==> src/rtl/vmix_pkg.sv <==
// shared types and constants of the voice mixer
`default_nettype none
package vmix_pkg;

  localparam int unsigned VOICES      = 8;
  localparam int unsigned VIDX_W      = 3;
  localparam int unsigned CNT_W       = 4;
  localparam int unsigned SOUNDS      = 32;
  localparam int unsigned SID_W       = 5;
  localparam int unsigned MAX_SAMPLES = 4096;
  localparam int unsigned ADDR_W      = 12;
  localparam int unsigned LEN_W       = 13;
  localparam int unsigned MEM_AW      = SID_W + ADDR_W;
  localparam int unsigned IN_DATA_W   = 112;
  localparam int unsigned OUT_DATA_W  = 24;
  localparam int unsigned MIX_W       = 36;

  localparam logic [15:0] GAIN_RESET  = 16'd22938;
  localparam logic [30:0] LIM_KNEE    = 31'd1020054733;
  localparam logic [30:0] Q30_ONE     = 31'd1073741824;
  localparam logic [31:0] RECIP_TEN   = 32'd3435973837;
  localparam logic [7:0]  PRI_TOP     = 8'd255;

  typedef enum logic [1:0] {
    ACT_TICK  = 2'd0,
    ACT_WRITE = 2'd1,
    ACT_LEN   = 2'd2,
    ACT_PLAY  = 2'd3
  } action_e;

  typedef struct packed {
    logic              capture;
    logic              mem_wr;
    logic              len_wr;
    logic              scan_step;
    logic              play_commit;
    logic              tick_rd;
    logic              tick_mul;
    logic              tick_acc;
    logic              lim0;
    logic              lim1;
    logic              lim2;
    logic              lim3;
    logic              out_load;
    logic [VIDX_W-1:0] vidx;
  } vmix_cmd_t;

endpackage
`default_nettype wire

==> src/rtl/vmix_ctrl.sv <==
// controller: sequences each item through the datapath
`default_nettype none
module vmix_ctrl
  import vmix_pkg::*;
(
  input  wire logic       clk_i,
  input  wire logic       rst_ni,
  input  wire logic       in_valid_i,
  input  wire logic [1:0] in_action_i,
  input  wire logic       out_ready_i,
  output logic            in_ready_o,
  output logic            out_valid_o,
  output vmix_cmd_t       cmd_o
);

  typedef enum logic [12:0] {
    S_IDLE  = 13'b0000000000001,
    S_WR    = 13'b0000000000010,
    S_LEN   = 13'b0000000000100,
    S_PSCAN = 13'b0000000001000,
    S_PDEC  = 13'b0000000010000,
    S_TRD   = 13'b0000000100000,
    S_TMUL  = 13'b0000001000000,
    S_TACC  = 13'b0000010000000,
    S_L0    = 13'b0000100000000,
    S_L1    = 13'b0001000000000,
    S_L2    = 13'b0010000000000,
    S_L3    = 13'b0100000000000,
    S_DONE  = 13'b1000000000000
  } state_e;

  state_e            state_q, state_d;
  logic [VIDX_W-1:0] vidx_q, vidx_d;
  logic              ovalid_q, ovalid_d;
  logic              last_voice;

  assign last_voice = (vidx_q == VIDX_W'(VOICES - 1));
  assign in_ready_o  = (state_q == S_IDLE);
  assign out_valid_o = ovalid_q;

  always_comb begin
    state_d = state_q;
    vidx_d  = vidx_q;
    cmd_o   = '0;
    cmd_o.vidx = vidx_q;
    unique case (state_q)
      S_IDLE: begin
        if (in_valid_i) begin
          cmd_o.capture = 1'b1;
          vidx_d = '0;
          unique case (action_e'(in_action_i))
            ACT_TICK:  state_d = S_TRD;
            ACT_WRITE: state_d = S_WR;
            ACT_LEN:   state_d = S_LEN;
            ACT_PLAY:  state_d = S_PSCAN;
            default:   state_d = S_IDLE;
          endcase
        end
      end
      S_WR: begin
        cmd_o.mem_wr = 1'b1;
        state_d = S_DONE;
      end
      S_LEN: begin
        cmd_o.len_wr = 1'b1;
        state_d = S_DONE;
      end
      S_PSCAN: begin
        cmd_o.scan_step = 1'b1;
        if (last_voice) begin
          state_d = S_PDEC;
        end else begin
          vidx_d = vidx_q + 1'b1;
        end
      end
      S_PDEC: begin
        cmd_o.play_commit = 1'b1;
        state_d = S_DONE;
      end
      S_TRD: begin
        cmd_o.tick_rd = 1'b1;
        state_d = S_TMUL;
      end
      S_TMUL: begin
        cmd_o.tick_mul = 1'b1;
        state_d = S_TACC;
      end
      S_TACC: begin
        cmd_o.tick_acc = 1'b1;
        if (last_voice) begin
          state_d = S_L0;
        end else begin
          vidx_d  = vidx_q + 1'b1;
          state_d = S_TRD;
        end
      end
      S_L0: begin
        cmd_o.lim0 = 1'b1;
        state_d = S_L1;
      end
      S_L1: begin
        cmd_o.lim1 = 1'b1;
        state_d = S_L2;
      end
      S_L2: begin
        cmd_o.lim2 = 1'b1;
        state_d = S_L3;
      end
      S_L3: begin
        cmd_o.lim3 = 1'b1;
        state_d = S_DONE;
      end
      S_DONE: begin
        if (!ovalid_q || out_ready_i) begin
          cmd_o.out_load = 1'b1;
          state_d = S_IDLE;
        end
      end
      default: state_d = S_IDLE;
    endcase
  end

  always_comb begin
    ovalid_d = ovalid_q;
    if (cmd_o.out_load) begin
      ovalid_d = 1'b1;
    end else if (out_ready_i) begin
      ovalid_d = 1'b0;
    end
  end

  always_ff @(posedge clk_i or negedge rst_ni) begin
    if (!rst_ni) begin
      state_q  <= S_IDLE;
      vidx_q   <= '0;
      ovalid_q <= 1'b0;
    end else begin
      state_q  <= state_d;
      vidx_q   <= vidx_d;
      ovalid_q <= ovalid_d;
    end
  end

endmodule
`default_nettype wire

==> config.mk <==
export PLATFORM = sky130hd
export DESIGN_NAME = vmix_ctrl
export DESIGN_NICKNAME = d
export VERILOG_FILES = /design/src/rtl/vmix_pkg.sv /design/src/rtl/vmix_ctrl.sv
export SDC_FILE = /design/constraint.sdc
export NUM_CORES = 1
export LEC_CHECK = 0
export ABC_AREA = 1
export BUFFER_PORTS_ARGS = -buffer_cell sky130_fd_sc_hd__clkbuf_2
export CAP_MARGIN = 20
export CORE_ASPECT_RATIO = 0.75
export CORE_MARGIN = 4
export CORE_UTILIZATION = 50
export DETAILED_ROUTE_END_ITERATION = 10
export PLACE_DENSITY_LB_ADDON = 0.08
export SYNTH_ARGS = -nofsm -noshare
export SYNTH_HDL_FRONTEND = slang
export SYNTH_SLANG_ARGS = --single-unit
==> constraint.sdc <==
create_clock -name clk_i -period 1.8 [get_ports clk_i]
set_input_delay 0.27 -clock clk_i [delete_from_list [all_inputs] [get_ports clk_i]]
set_output_delay 0.27 -clock clk_i [all_outputs]
set_load 0.01 [all_outputs]
# Word level (Yosys, flattened, before mapping)
# Cells that the tools add are included.
# totals
ff_bits	17
latch_bits	0
ram_bits	0
rom_bits	0
input_bits	6
out_inout_bits	18
mem_count	0
# classes
addsub	1
n_mul	0
div_mod_pow	0
magnitude_cmp	0
eq_ne	21
shift	0
n_mux	26
bitwise	0
n_reduce_logical	9
# op_table
cell	n
$pmux W13 S10	1
$pmux W13 S4	1
$mux W13	3
$mux W1	17
$eq A13 B1 Y1 const B	1
$eq A13 B10 Y1 const B	1
$eq A13 B11 Y1 const B	1
$eq A13 B12 Y1 const B	1
$eq A13 B13 Y1 const B	1
$eq A13 B2 Y1 const B	1
$eq A13 B3 Y1 const B	1
$eq A13 B4 Y1 const B	1
$eq A13 B5 Y1 const B	1
$eq A13 B6 Y1 const B	1
$eq A13 B7 Y1 const B	1
$eq A13 B8 Y1 const B	1
$eq A13 B9 Y1 const B	1
$mux W9	1
$ne A2 B2 Y1 const B	4
$mux W3	2
$pmux W3 S2	1
$reduce_and A3 Y1	2
$eq A2 B2 Y1 const B	2
$reduce_bool A2 Y1	2
other kinds (8)	8

# Depth between registers and ports, before layout
# Gate-level depths: netlist of the first run.
# depth
word_depth	5
ltp_mapped	11
depth_no_buf	11

# Least setup slack after synthesis of the first run
# No wires, ideal clock.
# synth_timing
path_kind	register to output
start	register state_q[5]
end	output port cmd_o[3] (netlist bit)
arrival_ns	1.103
slack_ns	0.427
path_stages_with_launch	7
n_path_buf	1
path_cell_list	dfrtp_1 nor2_2 nand2_4 nor2_4 nand3_1 nor2_1 buf_4
# synth_lines
element	line	rtl
from (decl)	vmix_ctrl.sv:32	state_e state_q, state_d;
from (signal assigned)	vmix_ctrl.sv:138	state_q <= state_d;
to (decl)	vmix_ctrl.sv:13	output vmix_cmd_t cmd_o

==> metrics.yaml, run 1 <==
outcome:
  outcome: "finished, final reports clean"
placement:
  hpwlAfterDp_um: 1700
  place.gp.congestion: 0.853
  io_buffer_count: 23
final_layout:
  area_delta_synth_final_pct: 25.6
  fill_cells: 163
  nets: 189
  final_core_utilization: 0.670
  antenna_diode_count: 0
  post_route_cells_drive_above_1_share: 0.400
floorplan:
  die_area_um2: 3010
  floorplan.initialDensity: 0.534
  chipHeight_um: 48.5
  placeableCoreArea_um2: 2050
  floorplan.die.width_um: 62
  io_pins: 24
  fp-row-count: 14
worst_setup_path:
  worst-path-max-fanout: 6
  timing.critical_path.from_type: "flop"
  critPathRequiredTime_ns: 1.53
  timing.reg2reg.worst_path_depth: 10
  setup.worst_path.class: "reg2out"
  cp_endpoint_kind: "primary output"
  worst_r2r_startpoint: "state_q[0]"
  critPathLaunch: "state_q[4]"
  worst-endpoint-arrival_ns: 1.53
sta:
  min_period_ns: 1.80
  max_freq_mhz: 556
  clock_skew_ns: 0.00342
  maxSlewViolCount: 0
  hold_violation_count_in_the_final_report: 0
  finalCritPeriodShare: 0.999
  slew_headroom: 0.719
  tightestPinTransition_ns: 0.422
  setup_violations: 0
  finalSetupTns_ns: 0
  setup_repair_after_global_routing_missed_its_margin: "yes"
drt:
  detail_route.iter0.violations: 46
  detail_route.first_pass.iterations: 4
  drc: 0
  wl_per_cell_um: 10.6
  antenna_violating_nets_post_route: 0
  detail_route.vias_per_cell: 4.82
  vias: 984
  routed_wirelength_um: 2170
global_route:
  initial_antenna_violation_count: 0
  grt_first_pass_wirelength_um: 3680
  global_route.overflow_total: 0
  track_usage: 0.162
  vias_in_the_first_global_route: 872
  grt_start_max_net_pins: 18
cts:
  h_tree_lvls: 1
  tritoncts: "built"
  clock_insertion_delay_worst_skew_ns: 0.29
  cts_buffers: 3
  numClockSinks: 17
  cts.clk_slew.worst_paths_ns: 0.10
  cts-root-to-sink-buffers: 2
  clockRootBuffer: "clkbuf_4"
power_and_ir_drop:
  power.switching_uw: 953
  irDropWorstVdd_v: 0.000980
  internal_power_uw: 1070
  fraction_of_power_consumed_by_combinational_cells: 0.628
  power.share.switching: 0.471
  p_clk_frac: 0.099
  cell_area_power_density_nw_per_um2: 1470
  share_seq_of_total_power: 0.272
  total_leakage_power_uw: 0.000835
logic_synthesis:
  synth_cell_type_count: 23
  yosys_register_bits: 17
  synth.area.top_cells: "dfrtp_1 37%, nor2_1 9.6%, inv_1 8.2%"
  synth-edff-count: 0
  synth_area_per_cell_um2: 7.44
  yosys_most_used_dff: "dfrtp_1"
  post-synth-top-area-fraction: 0.366
  mappedNetlistNets: 155
  synth_sequential_area_ratio: 0.390
  netlist.top_cell.by_area: "dfrtp_1"
  syn-instance-count: 147
  synth_warnings: 0
  synthArstFlopShare: 1.00
  post-synth-top-count-cell: "nor2_1"
  synth.cell_area_um2: 1090
  post_synth_most_frequent_cells: "28 x nor2_1, 24 x inv_1, 22 x nand2_1, 16 x dfrtp_1, 15 x nand3_1"
min_path:
  hold_path_stages: 2
  hold_path.startpoint: "out_ready_i"
  worstHoldPathType: "in2reg"
job:
  cap_violations: 0
==> metal layers <==
metal  global-route usage  wire length [um]  share of wire  up-vias
li1                     -                 -              -      523
met1                0.224              1060           0.49      440
met2                0.240               972           0.45       17
met3               0.0585               103          0.047        4
met4               0.0389                29          0.013        0
met5                    0                 0              0        -
==> cell usage in the layout, fill, tap and decap left out, types with 2 or more instances in the layout <==
cell type | Yosys | routed
a21oi_1 | 2 | 2
buf_2 | 0 | 7
buf_4 | 1 | 6
buf_6 | 0 | 2
clkbuf_2 | 0 | 14
clkbuf_4 | 0 | 3
dfrtp_1 | 16 | 16
ha_1 | 2 | 2
inv_1 | 24 | 20
inv_2 | 5 | 9
nand2_1 | 22 | 17
nand2_2 | 5 | 9
nand2_4 | 4 | 5
nand3_1 | 15 | 15
nand3_2 | 2 | 2
nor2_1 | 28 | 26
nor2_2 | 4 | 3
nor2_4 | 3 | 6
nor3_2 | 0 | 2
o21ai_0 | 2 | 2
o21ai_1 | 3 | 3
==> cell type report <==
type                       count  area (um2)  share of cell area
clock buffer                   3        22.5              0.0164
clock inverter                 1        5.00             0.00364
inverter                      29         109              0.0792
multi-input combinational    100         598               0.435
sequential                    17         427               0.311
tap                           24        30.0              0.0219
timing repair buffer          30         183               0.133
==> registers in the layout, indices dropped and copies added (netlist names) <==
register,count
out_valid_o,1
vidx_q,3
state_q,13
==> power by group through the flow <==
stage	registers (uW)	clock network, uW	logic, uW
floorplan	543	0	822
global placement	541	0	1020
detailed placement	546	0	1050
CTS	543	210	1060
global route	564	228	1410
finish	552	201	1270
==> critical path, stage by stage (launching register included) <==
cell	delay, ns
dfrtp_1	0.42
nor2_4	0.16
nand2_4	0.10
nor2_4	0.21
nand3_1	0.11
nor2_1	0.10
clkbuf_2	0.13
==> timing repair <==
item	in CTS	in global routing
cloned	0	0
hold buffers	1	0
gates resized for setup	2	26
pin swaps	1	11
endpoints found under the setup margin	2	13
setup buffers	0	6
endpoints found under the hold margin	16	0
==> kinds of logic (layout without fill, tap and decap cells) <==
group,count (synthesis),after routing,share of synthesized area
flops,17,17,0.390
compound gates,8,8,0.0378
fa+ha+maj,2,2,0.0229
simple gates,90,90,0.443
buf+inv,30,63,0.106
==> path summary, 6_finish.rpt <==
check	end	slack (ns)
min	out_valid_o	0.16
max in group asynchronous	state_q[0]	1.03
max	cmd_o[3]	0.003
min in group asynchronous	state_q[12]	0.45
max reg2reg	vidx_q[1]	0.25
min reg2reg	vidx_q[2]	0.53
==> stage by stage <==
| step | setup WS, ns | hold slack, ns | instances | cell area (um2) | power, uW |
|---|---|---|---|---|---|
| after global routing | -0.0893 | 0.170 | 204 | 1370 | 2200 |
| after floorplan | 0.427 | -0.0256 | 147 | 1090 | 1360 |
| after global placement | 0.362 | 0.225 | 193 | 1230 | 1560 |
| after detailed placement | 0.327 | 0.222 | 193 | 1230 | 1590 |
| final | 0.00268 | 0.164 | 204 | 1370 | 2020 |
| after CTS | 0.0153 | 0.160 | 198 | 1280 | 1810 |
Note: power is estimated with default switching activity, not from simulation.
==> inputs of run 2 (changes only) <==
==> constraint.sdc (replaced) <==
create_clock -name clk_i -period 1.8 [get_ports clk_i]
set_input_delay 0.36 -clock clk_i [delete_from_list [all_inputs] [get_ports clk_i]]
set_output_delay 0.36 -clock clk_i [all_outputs]
set_load 0.01 [all_outputs]
==> run 2 against run 1 <==
Effect of this change:
- the flow now finishes with violations (negative setup slack)
- core utilization up 5.3 points
- global-route usage grew 1.0 points
- wire length is 15% higher
- sequential power about the same
- via count grew 5.8%
- non-clock buffer count increased by 12
- clock-buffer cell count did not move
- final cell count is 5.9% higher
- sequential share of layout area is 2.3 points lower
- worst hold slack improved by 0.11 ns
- fmax fell by 5.1%
- sequential cell count unchanged
- critical path type unchanged
- largest power group unchanged
- highest routed layer unchanged
==> metrics.yaml, run 2 (synthesis gave the netlist of run 1 again) <==
outcome:
  outcome: "finished, violations left"  # was finished, final reports clean
  violations_in_the_final_reports: "negative setup slack"
global_route:
  track_usage: 0.172  # was 0.162
  grt_first_pass_wirelength_um: 3910  # was 3680 um
  grt_start_max_net_pins: 18  # unchanged
  global_route.overflow_total: 0  # unchanged
  initial_antenna_violation_count: 0  # unchanged
  vias_in_the_first_global_route: 938  # was 872
worst_setup_path:
  timing.reg2reg.worst_path_depth: 10  # unchanged
  destination_of_the_worst_register_to_register_timing_path: "state_q[5]"  # was vidx_q[1]
  timing.critical_path.from_type: "flop"  # unchanged
  timing.critical_path.mode_cell: "nor2_4"  # unchanged
  reg2reg_setup_slack_ns: 0.20  # was 0.25 ns
  setup.worst_path.class: "reg2out"  # unchanged
  worst-endpoint-arrival_ns: 1.53  # about the same
  critPathRequiredTime_ns: 1.44  # was 1.53 ns
  cpLargestDelayFamily: "simple AND/OR/NAND/NOR gates"  # unchanged
  cp_endpoint_kind: "primary output"  # unchanged
  worst_r2r_startpoint: "state_q[12]"  # was state_q[0]
  worst-path-max-fanout: 6  # unchanged
  path_cells: "nor2_4 > nand2_4 > nor2_4 > nand3_1 > nor2_1 > clkbuf_2"  # unchanged
  cp_slowest_cell: "dfrtp_1"  # unchanged
  cp.buffers_inverters: 1  # unchanged
  cpPeakStageDelay_ns: 0.42  # about the same
sta:
  hold_ws_ns: 0.272  # was 0.164 ns
  max_freq_mhz: 528  # was 556 MHz
  min_period_ns: 1.89  # was 1.80 ns
  finalCritPeriodShare: 1.05  # was 0.999
  finalSetupTns_ns: -0.500  # was 0 ns
  tightestPinTransition_ns: 0.432  # was 0.422 ns
  hold_violation_count_in_the_final_report: 0  # unchanged
  setup_violations: 9  # was 0
  setup_repair_after_global_routing_missed_its_margin: "yes"  # unchanged
  slew_headroom: 0.712  # was 0.719
  maxSlewViolCount: 0  # unchanged
  final_critical_path_setup_slack_ns: -0.0944  # was 0.00268 ns
  clock_skew_ns: 0.00320  # was 0.00342 ns
min_path:
  min_to: "out_valid_o"  # unchanged
  hold_path_stages: 2  # unchanged
  hold_path.startpoint: "out_ready_i"  # unchanged
  worstHoldPathType: "in2reg"  # unchanged
cts:
  clockRootBuffer: "clkbuf_4"  # unchanged
  cts_buffers: 3  # unchanged
  tritoncts: "built"  # unchanged
  cts-root-to-sink-buffers: 2  # unchanged
  numClockSinks: 17  # unchanged
  cts.clk_slew.worst_paths_ns: 0.10  # about the same
  h_tree_lvls: 1  # unchanged
  clock_insertion_delay_worst_skew_ns: 0.29  # about the same
power_and_ir_drop:
  internal_power_uw: 1240  # was 1070 uW
  total_leakage_power_uw: 0.000897  # was 0.000835 uW
  power.switching_uw: 1010  # was 953 uW
  fraction_of_power_consumed_by_combinational_cells: 0.666  # was 0.628
  share_seq_of_total_power: 0.244  # was 0.272
  power.share.switching: 0.450  # was 0.471
  p_clk_frac: 0.089  # was 0.099
  cell_area_power_density_nw_per_um2: 1520  # was 1470 nW/um2
  irDropWorstVdd_v: 0.00103  # was 0.000980 V
final_layout:
  antenna_diode_count: 0  # unchanged
  mostFrequentLayoutCells: "26 x nor2_1, 20 x inv_1, 18 x nand2_1"  # was 26 x nor2_1, 20 x inv_1, 17 x nand2_1
  post_route_cells_drive_above_1_share: 0.432  # was 0.400
  registers.top_by_ff_count: "state_q"  # unchanged
  final_common_cell: "nor2_1"  # unchanged
  area_delta_synth_final_pct: 35.6  # was 25.6%
  stdcell_area_um2: 1480  # was 1370 um2
  fill_cells: 155  # was 163
  nets: 201  # was 189
  number_of_flip_flops_under_the_largest_register_name: 13  # unchanged
floorplan:
  floorplan.initialDensity: 0.534  # unchanged
  chipHeight_um: 48.5  # unchanged
  placeableCoreArea_um2: 2050  # unchanged
  die_area_um2: 3010  # unchanged
  io_pins: 24  # unchanged
  floorplan.die.width_um: 62  # unchanged
  fp-row-count: 14  # unchanged
drt:
  drc: 0  # unchanged
  antenna_violating_nets_post_route: 0  # unchanged
  routed_wirelength_um: 2490  # was 2170 um
  detail_route.iter0.violations: 65  # was 46
  vias: 1041  # was 984
  detail_route.vias_per_cell: 4.82  # about the same
  wl_per_cell_um: 11.5  # was 10.6 um
  detail_route.first_pass.iterations: 4  # unchanged
placement:
  placed_cell_area_um2: 1230  # unchanged
  place.gp.congestion: 0.853  # unchanged
  io_buffer_count: 23  # unchanged
  pre_cts_ws_ns: 0.237  # was 0.327 ns
  hpwlAfterDp_um: 1700  # unchanged
job:
  cap_violations: 0  # unchanged
run 2: area by class of cell:
cell class,instances,area [um2],share of cell area
clock inverters,1,5.00,0.00338
well taps,24,30.0,0.0203
flip-flops and latches,17,427,0.288
inverters,29,109,0.0734
multi-input cells,100,591,0.398
clock buffers,3,22.5,0.0152
repair buffers,42,299,0.202
run 2: worst max-delay path by stage:
stage	from	to	slack, ns	depth (start not counted)
after floorplan	state_q[5]	cmd_o[3]	0.34	6
after global placement	state_q[6]	cmd_o[3]	0.27	6
after detailed placement	state_q[3]	cmd_o[9]	0.24	5
after CTS	state_q[4]	cmd_o[3]	-0.06	6
after global routing	state_q[1]	cmd_o[9]	-0.21	5
final	state_q[5]	cmd_o[3]	-0.09	6
run 2: power by group through the flow:
| stage | registers [uW] | logic [uW] | clock network (uW) |
|---|---|---|---|
| after detailed placement | 546 | 1050 | 0 |
| after global placement | 541 | 1020 | 0 |
| after global routing | 561 | 1640 | 228 |
| after CTS | 541 | 1230 | 210 |
| after floorplan | 543 | 822 | 0 |
| final | 549 | 1500 | 201 |
run 2: per-stage QoR:
stage | utilization | instances | power, uW
after CTS | 0.662 | 208 | 1990
final | 0.723 | 216 | 2250
after global routing | 0.723 | 216 | 2430
after global placement | 0.601 | 193 | 1560
after detailed placement | 0.601 | 193 | 1590
after floorplan | - | 147 | 1360
run 2: timing repair:
item / 4_1_cts / 5_1_grt
hold endpoints to repair: 16 / 0
setup endpoints to repair: 13 / 14
pin swaps: 6 / 6
gates resized for setup: 4 / 27
hold buffers: 1 / 0
setup buffers: 10 / 8
run 2: per-layer routing:
metal	global-route usage	wire, um	vias to the layer above	share of wire
met5	0	0	-	0
met4	0.0353	38	0	0.015
met3	0.0585	121	4	0.049
met2	0.267	1210	22	0.49
met1	0.231	1120	473	0.45
li1	-	-	542	-
